File: src/rtl/spdsr_pkg.sv
// spdsr_pkg: shared codes, result bundle and rate classifier for the
// S/PDIF sample-rate detector. No dependencies.
`timescale 1ns / 1ps

package spdsr_pkg;

    // request kinds
    localparam logic [1:0] KIND_TICK = 2'd0;
    localparam logic [1:0] KIND_STOP = 2'd1;
    localparam logic [1:0] KIND_DATA = 2'd2;

    // detect phases
    localparam logic [2:0] PHASE_DETECT       = 3'd0;
    localparam logic [2:0] PHASE_DETECT_32K   = 3'd1;
    localparam logic [2:0] PHASE_REDETECT     = 3'd2;
    localparam logic [2:0] PHASE_REDETECT_32K = 3'd3;
    localparam logic [2:0] PHASE_FINISHED     = 3'd4;

    // rate codes, plus two internal classifier outcomes
    localparam logic [3:0] RATE_32K     = 4'd0;
    localparam logic [3:0] RATE_44K1    = 4'd1;
    localparam logic [3:0] RATE_48K     = 4'd2;
    localparam logic [3:0] RATE_64K     = 4'd3;
    localparam logic [3:0] RATE_88K2    = 4'd4;
    localparam logic [3:0] RATE_96K     = 4'd5;
    localparam logic [3:0] RATE_128K    = 4'd6;
    localparam logic [3:0] RATE_176K4   = 4'd7;
    localparam logic [3:0] RATE_192K    = 4'd8;
    localparam logic [3:0] RATE_RECHECK = 4'd9;
    localparam logic [3:0] RATE_NONE    = 4'd10;

    // configuration register indexes
    localparam logic [7:0] CFG_SETTLE_TICKS  = 8'd0;
    localparam logic [7:0] CFG_TIMEOUT_TICKS = 8'd1;

    localparam logic [7:0] SETTLE_TICKS_RST  = 8'd4;
    localparam logic [7:0] TIMEOUT_TICKS_RST = 8'd20;
    localparam logic [7:0] COUNT_MAX         = 8'hFF;

    typedef struct packed {
        logic       rate_found;
        logic [3:0] rate_code;
        logic       detector_enable;
        logic       detector_disable;
        logic       level_write;
        logic       level_high;
        logic       receiver_restart;
        logic       receiver_stop;
        logic       underflow;
        logic [2:0] detect_phase;
    } result_t;

    // range classifier on the byte sum of the detector count
    function automatic logic [3:0] classify(input logic [8:0] s);
        logic [3:0] r;
        r = RATE_NONE;
        if (s >= 9'h062 && s <= 9'h066)      r = RATE_48K;
        else if (s >= 9'h031 && s <= 9'h033) r = RATE_96K;
        else if (s >= 9'h018 && s <= 9'h01B) r = RATE_192K;
        else if (s >= 9'h06A && s <= 9'h06E) r = RATE_44K1;
        else if (s >= 9'h035 && s <= 9'h037) r = RATE_88K2;
        else if (s >= 9'h01C && s <= 9'h01D) r = RATE_176K4;
        else if (s >= 9'h120 && s <= 9'h12C) r = RATE_RECHECK;
        else if (s >= 9'h050 && s <= 9'h052) r = RATE_64K;
        if (s >= 9'h024 && s <= 9'h027)      r = RATE_128K;
        return r;
    endfunction

endpackage

File: src/rtl/spdsr_core.sv
// spdsr_core: detect phase machine, settle and no-data timeout counters.
// Depends on spdsr_pkg; result is combinational from the accepted request.
`timescale 1ns / 1ps

module spdsr_core (
    input  logic                aclk,
    input  logic                aresetn,
    input  logic                accept,
    input  logic [1:0]          kind,
    input  logic [15:0]         rate_count,
    input  logic [7:0]          settle_ticks,
    input  logic [7:0]          timeout_ticks,
    output spdsr_pkg::result_t  result
);
    import spdsr_pkg::*;

    logic [2:0] phase_reg, phase_next;
    logic [7:0] settle_reg, settle_next;
    logic       waiting_reg, waiting_next;
    logic [7:0] wait_cnt_reg, wait_cnt_next;

    // next state and result for one request
    always_comb begin
        logic [8:0] sum;
        logic [3:0] r;
        result_t    res;
        phase_next    = phase_reg;
        settle_next   = settle_reg;
        waiting_next  = waiting_reg;
        wait_cnt_next = wait_cnt_reg;
        res           = '0;
        sum           = {1'b0, rate_count[7:0]} + {1'b0, rate_count[15:8]};
        r             = RATE_NONE;
        unique case (kind)
            KIND_TICK: begin
                if (phase_reg == PHASE_DETECT || phase_reg == PHASE_DETECT_32K) begin
                    if (settle_next != COUNT_MAX) settle_next = settle_next + 8'd1;
                    if (settle_next >= settle_ticks) begin
                        if (phase_reg == PHASE_DETECT_32K) begin
                            r = (sum >= 9'h030 && sum <= 9'h032) ? RATE_32K : RATE_NONE;
                        end else begin
                            r = classify(sum);
                        end
                        res.detector_disable = 1'b1;
                        if (r <= RATE_192K) begin
                            res.rate_found       = 1'b1;
                            res.rate_code        = r;
                            res.receiver_restart = 1'b1;
                            phase_next           = PHASE_FINISHED;
                            waiting_next         = 1'b1;
                            wait_cnt_next        = '0;
                        end else if (r == RATE_RECHECK) begin
                            res.level_write = 1'b1;
                            phase_next      = PHASE_REDETECT_32K;
                        end else begin
                            res.level_write = 1'b1;
                            res.level_high  = 1'b1;
                            phase_next      = PHASE_REDETECT;
                        end
                    end
                end else if (phase_reg == PHASE_REDETECT ||
                             phase_reg == PHASE_REDETECT_32K) begin
                    res.detector_enable = 1'b1;
                    settle_next         = '0;
                    phase_next          = (phase_reg == PHASE_REDETECT) ?
                                          PHASE_DETECT : PHASE_DETECT_32K;
                end
                // no-data timeout, after the phase work
                if (waiting_next) begin
                    if (wait_cnt_next != COUNT_MAX) wait_cnt_next = wait_cnt_next + 8'd1;
                    if (wait_cnt_next > timeout_ticks) begin
                        res.underflow = 1'b1;
                        wait_cnt_next = '0;
                    end
                end
            end
            KIND_STOP: begin
                res.receiver_stop = 1'b1;
                settle_next       = '0;
                phase_next        = PHASE_REDETECT;
                waiting_next      = 1'b0;
                wait_cnt_next     = '0;
            end
            KIND_DATA: begin
                waiting_next = 1'b0;
            end
            default: begin
            end
        endcase
        res.detect_phase = phase_next;
        result           = res;
    end

    // state registers
    always_ff @(posedge aclk) begin
        if (!aresetn) begin
            phase_reg    <= PHASE_DETECT;
            settle_reg   <= '0;
            waiting_reg  <= 1'b0;
            wait_cnt_reg <= '0;
        end else if (accept) begin
            phase_reg    <= phase_next;
            settle_reg   <= settle_next;
            waiting_reg  <= waiting_next;
            wait_cnt_reg <= wait_cnt_next;
        end
    end

endmodule

File: src/rtl/spdif_sample_rate_detector.sv
// spdif_sample_rate_detector: top level with config registers and a
// two-entry result queue. Depends on spdsr_pkg and spdsr_core.
//
//  channel | ports                   | direction | request moves
//  --------+-------------------------+-----------+--------------------------
//  s_      | s_valid s_ready s_kind  | in        | tick, stop or data event
//          | s_rate_count            |           |
//  m_      | m_valid m_ready m_*     | out       | one result per request
//  cfg_    | cfg_valid cfg_ready     | in        | register index and data
//          | cfg_index cfg_data      |           |
//
// One request per cycle while s_ready is high; each result is registered at acceptance.
// The state machine and counters update at the accepting edge, result goes
// into a head register backed by one skid entry, so s_ready drops only
// when both entries are held. Configuration is always ready.
// Reset (aresetn low, synchronous) restores phase detect, clears counters
// and empties the result queue; config returns to settle 4, timeout 20.
`timescale 1ns / 1ps

module spdif_sample_rate_detector (
    input  logic        aclk,
    input  logic        aresetn,
    input  logic        s_valid,
    output logic        s_ready,
    input  logic [1:0]  s_kind,
    input  logic [15:0] s_rate_count,
    output logic        m_valid,
    input  logic        m_ready,
    output logic        m_rate_found,
    output logic [3:0]  m_rate_code,
    output logic        m_detector_enable,
    output logic        m_detector_disable,
    output logic        m_level_write,
    output logic        m_level_high,
    output logic        m_receiver_restart,
    output logic        m_receiver_stop,
    output logic        m_underflow,
    output logic [2:0]  m_detect_phase,
    input  logic        cfg_valid,
    output logic        cfg_ready,
    input  logic [7:0]  cfg_index,
    input  logic [7:0]  cfg_data
);
    import spdsr_pkg::*;

    logic [7:0] settle_ticks_reg;
    logic [7:0] timeout_ticks_reg;
    result_t    core_res;
    result_t    head_reg, head_next;
    result_t    skid_reg, skid_next;
    logic       head_vld_reg, head_vld_next;
    logic       skid_vld_reg, skid_vld_next;
    logic       accept;
    logic       pop;

    assign cfg_ready = 1'b1;
    assign s_ready   = !skid_vld_reg;
    assign accept    = s_valid && s_ready;
    assign pop       = head_vld_reg && m_ready;

    // config registers
    always_ff @(posedge aclk) begin
        if (!aresetn) begin
            settle_ticks_reg  <= SETTLE_TICKS_RST;
            timeout_ticks_reg <= TIMEOUT_TICKS_RST;
        end else if (cfg_valid) begin
            if (cfg_index == CFG_SETTLE_TICKS)  settle_ticks_reg  <= cfg_data;
            if (cfg_index == CFG_TIMEOUT_TICKS) timeout_ticks_reg <= cfg_data;
        end
    end

    spdsr_core u_core (
        .aclk          (aclk),
        .aresetn       (aresetn),
        .accept        (accept),
        .kind          (s_kind),
        .rate_count    (s_rate_count),
        .settle_ticks  (settle_ticks_reg),
        .timeout_ticks (timeout_ticks_reg),
        .result        (core_res)
    );

    // head plus skid result queue
    always_comb begin
        head_next     = head_reg;
        skid_next     = skid_reg;
        head_vld_next = head_vld_reg;
        skid_vld_next = skid_vld_reg;
        if (pop || !head_vld_reg) begin
            if (skid_vld_reg) begin
                head_next     = skid_reg;
                head_vld_next = 1'b1;
                skid_next     = core_res;
                skid_vld_next = accept;
            end else begin
                head_next     = core_res;
                head_vld_next = accept;
                skid_vld_next = 1'b0;
            end
        end else if (accept) begin
            skid_next     = core_res;
            skid_vld_next = 1'b1;
        end
    end

    always_ff @(posedge aclk) begin
        if (!aresetn) begin
            head_vld_reg <= 1'b0;
            skid_vld_reg <= 1'b0;
        end else begin
            head_vld_reg <= head_vld_next;
            skid_vld_reg <= skid_vld_next;
        end
    end

    always_ff @(posedge aclk) begin
        head_reg <= head_next;
        skid_reg <= skid_next;
    end

    // result ports
    assign m_valid            = head_vld_reg;
    assign m_rate_found       = head_reg.rate_found;
    assign m_rate_code        = head_reg.rate_code;
    assign m_detector_enable  = head_reg.detector_enable;
    assign m_detector_disable = head_reg.detector_disable;
    assign m_level_write      = head_reg.level_write;
    assign m_level_high       = head_reg.level_high;
    assign m_receiver_restart = head_reg.receiver_restart;
    assign m_receiver_stop    = head_reg.receiver_stop;
    assign m_underflow        = head_reg.underflow;
    assign m_detect_phase     = head_reg.detect_phase;

endmodule

File: config.mk
export PLATFORM = sky130hd
export DESIGN_NAME = spdif_sample_rate_detector
export DESIGN_NICKNAME = d
export VERILOG_FILES = /design/src/rtl/spdsr_pkg.sv /design/src/rtl/spdsr_core.sv /design/src/rtl/spdif_sample_rate_detector.sv
export SDC_FILE = /design/constraint.sdc
export NUM_CORES = 1
export LEC_CHECK = 0
export BUFFER_PORTS_ARGS = -buffer_cell sky130_fd_sc_hd__buf_2
export CORE_UTILIZATION = 50
export CTS_CLUSTER_DIAMETER = 200
export DETAILED_ROUTE_END_ITERATION = 10
export PLACE_DENSITY = 0.73
export SLEW_MARGIN = 20
export SYNTH_ARGS = -nofsm -noshare
export SYNTH_HDL_FRONTEND = slang
export SYNTH_SLANG_ARGS = --single-unit
File: constraint.sdc
create_clock -name aclk -period 6.5 [get_ports aclk]
set_input_delay 0.975 -clock aclk [delete_from_list [all_inputs] [get_ports aclk]]
set_output_delay 0.975 -clock aclk [all_outputs]
set_load 0.02 [all_outputs]
==> flow_metrics.py <==
metrics = {
    "placed_design": {
        "gp_congestion": 0.888,
        "io_buffers": 55,
        "hpwl_mm": 6.67,
        "dp.cells": 620,
    },
    "sta": {
        "fmax_ghz": 0.165,
        "setup_viol": 0,
        "clock_skew_ns": 0.0110,
        "fin_crit_sh_pct": 93.4,
        "tns_ns": 0,
        "fin_crit_ns": 6.07,
        "drv_slew": 0,
        "worst_pin_slew_ns": 0.825,
        "rsz0062_at_grt": "false",
        "hold_violations": 0,
        "slew_headroom_pct": 44.8,
    },
    "clock_tree": {
        "numCtsBuffers": 9,
        "path_clk_slew_ns": 0.07,
        "cts.sinks": 66,
        "cts.htree.levels": 3,
        "ctsHoldBuffers": 0,
        "cts_setup_buffers": 0,
        "cts_tree": "built",
        "cts.path.max_buffers": 2,
        "clock_latency_ns": 0.35,
        "root_buffer": "clkbuf_8",
        "cts_resized": 0,
    },
    "die": {
        "die_h_um": 94.5,
        "core-area_sq_um": 8260,
        "start_util_pct": 51.8,
        "die_area_sq_um": 8930,
        "pin_count": 57,
        "die_w_um": 94.5,
        "rows": 33,
    },
    "synthesis": {
        "synth_area_sq_um": 4280,
        "synth-seq-cells": 66,
        "synth_fp_nets": 538,
        "yosysWarningCount": 0,
        "yosysUniqueCellTypes": 71,
        "syn_area_per_cell_sq_um": 9.13,
        "yosys_most_used_dff": "dfxtp_1",
        "async_reset_ff_share_pct": 0,
        "synth_edf_count": 28,
        "seq_area_frac_synth_pct": 37.4,
        "syn_inst": 469,
    },
    "setup_path": {
        "path_class": "in2reg",
        "cp_max_fo": 7,
        "worstPathRequired_ns": 6.79,
        "cp-end-kind": "flip-flop",
        "rrSetupSlack_ns": 0.68,
        "startpoint_type": "input port",
        "arrival_ns": 6.36,
    },
    "detailed_routing": {
        "wirelength_mm": 8.98,
        "wl_per_cell_um": 14.1,
        "via_per_inst": 5.73,
        "drc": 0,
        "drt_iter0_drc": 189,
        "postRouteAntennaNets": 0,
        "dr.pass1.iters": 5,
        "vias": 3643,
    },
    "layout": {
        "fin_cells": 636,
        "regArea_sq_um": 1600,
        "largest_reg_flops": 14,
        "fillers": 735,
        "antenna_cells": 0,
        "finish.net_count": 595,
        "multi_input_area_sq_um": 2510,
        "drive_above_1_share_pct": 19.0,
        "area_delta_synth_final_pct": 14.0,
        "finalCoreUtilization_pct": 59.1,
    },
    "global_routing": {
        "grt_antenna_before_repair": 0,
        "grt.total_usage_pct": 21.4,
        "grt_pass1_vias": 3325,
        "grt_max_degree": 43,
        "overflow": 0,
        "grt_pass1_wl_mm": 15.2,
    },
    "power": {
        "power_density_nw_per_um2": 199,
        "finalPower_w": 0.000968,
        "ir_worst_vdd_uv": 127,
        "p_leak_nw": 2.04,
    },
    "status": {
        "outcome": "complete, no violations",
    },
    "run": {
        "cap_violations": 0,
    },
    "worst_hold_path": {
        "hold_class": "reg2reg",
    },
}
[critical path, cell delays in order]
cell and delay, ns:
buf_2 0.08, ha_1 0.21, inv_1 0.07, fa_1 0.43, nand2b_1 0.20, a21oi_1 0.24, xnor2_1 0.29, nand4_1 0.22
o32ai_2 0.39, a21oi_2 0.13, o211ai_2 0.23, and2_1 0.20, ha_1 0.20, nand3_1 0.15, nor2_1 0.21, nand2_1 0.08
a22o_1 0.24, ha_1 0.28, nor2b_1 0.13, o21a_1 0.16, o21a_1 0.16, o21ai_0 0.15, nand3b_1 0.14, a21boi_2 0.23
nand2_1 0.16, a21oi_2 0.24, a32o_1 0.15
[cell type report]
class / count / share of cell area (%)
flip-flops and latches: 66 / 32.8
clock buffers: 9 / 2.54
repair buffers: 60 / 6.41
well taps: 105 / 2.69
clock inverters: 7 / 1.59
multi-input cells: 358 / 51.6
inverters: 31 / 2.39
[placed cells by master, fill, tap and decap left out, drive strengths merged, types with 4 or more instances in the layout]
| cell type | n |
|---|---|
| buf | 60 |
| nand2 | 44 |
| dfxtp | 38 |
| nor2 | 35 |
| inv | 32 |
| ha | 29 |
| edfxtp | 28 |
| nor2b | 27 |
| a21oi | 23 |
| o21ai | 20 |
| nand3 | 17 |
| mux2i | 16 |
| and2 | 12 |
| nor3 | 10 |
| o21a | 9 |
| clkbuf | 9 |
| o31ai | 8 |
| nand2b | 7 |
| a21o | 7 |
| xor2 | 7 |
| a31oi | 6 |
| mux2 | 6 |
| xnor2 | 5 |
| a22oi | 5 |
| o211ai | 5 |
| a21boi | 5 |
| nor3b | 4 |
| or4 | 4 |
| clkinv | 4 |
[metrics by stage]
step	instance area (sq um)	hold slack, ns	setup slack [ns]
after detailed placement	4650	0.462	-0.178
after global placement	4650	0.461	0.167
final	4880	0.479	0.429
after global routing	4880	0.516	0.0242
after floorplan	4280	0.445	0.319
after CTS	4860	0.480	0.165
[logic make-up after synthesis]
kind of cell / count (synthesis) / synth area share [%]
and+or+nand+nor: 179 / 21.8
AOI/OAI and AO/OA: 114 / 19.6
xor gates and xnor gates: 12 / 2.46
buffers and inverters: 45 / 4.36
adders and majority gates: 30 / 8.94
muxes: 22 / 5.32
DFF: 66 / 37.4
other: 1 / 0.0876
[per-layer routing]
metal | vias up | GRT usage [%] | wire length (um)
met5 | - | 0 | 0
met1 | 1704 | 26.8 | 4130
met3 | 15 | 4.11 | 466
li1 | 1821 | - | -
met2 | 103 | 36.4 | 4250
met4 | 0 | 7.95 | 134
[power by group]
part | internal (W) | switching (W) | leakage [nW] | total (W)
logic | 0.0000665 | 0.0000972 | 1.35 | 0.000164
registers | 0.000443 | 0.00000532 | 0.586 | 0.000448
clock network | 0.000180 | 0.000176 | 0.100 | 0.000357
[synthesized netlist by cell type, drive strengths merged, types with 8 or more instances]
master | instances | area, sq um
nand2 | 44 | 165
dfxtp | 38 | 761
nor2 | 35 | 131
inv | 30 | 113
ha | 29 | 363
edfxtp | 28 | 841
nor2b | 27 | 171
a21oi | 23 | 126
o21ai | 20 | 100
nand3 | 17 | 85.1
mux2i | 16 | 160
and2 | 12 | 77.6
nor3 | 10 | 50.1
o21a | 9 | 67.6
clkbuf | 8 | 30.0
o31ai | 8 | 65.1
[path summary, 6_finish.rpt]
check                                         endpoint  cells past startpoint                 start
worst min-delay path              timeout_ticks_reg[4]                      2  timeout_ticks_reg[4]
worst max register to register  u_core.wait_cnt_reg[4]                     27  u_core.settle_reg[0]
worst min register to register    timeout_ticks_reg[4]                      2  timeout_ticks_reg[4]
worst max-delay path            u_core.wait_cnt_reg[4]                     27       s_rate_count[0]
(Power assumes the default switching activity.)
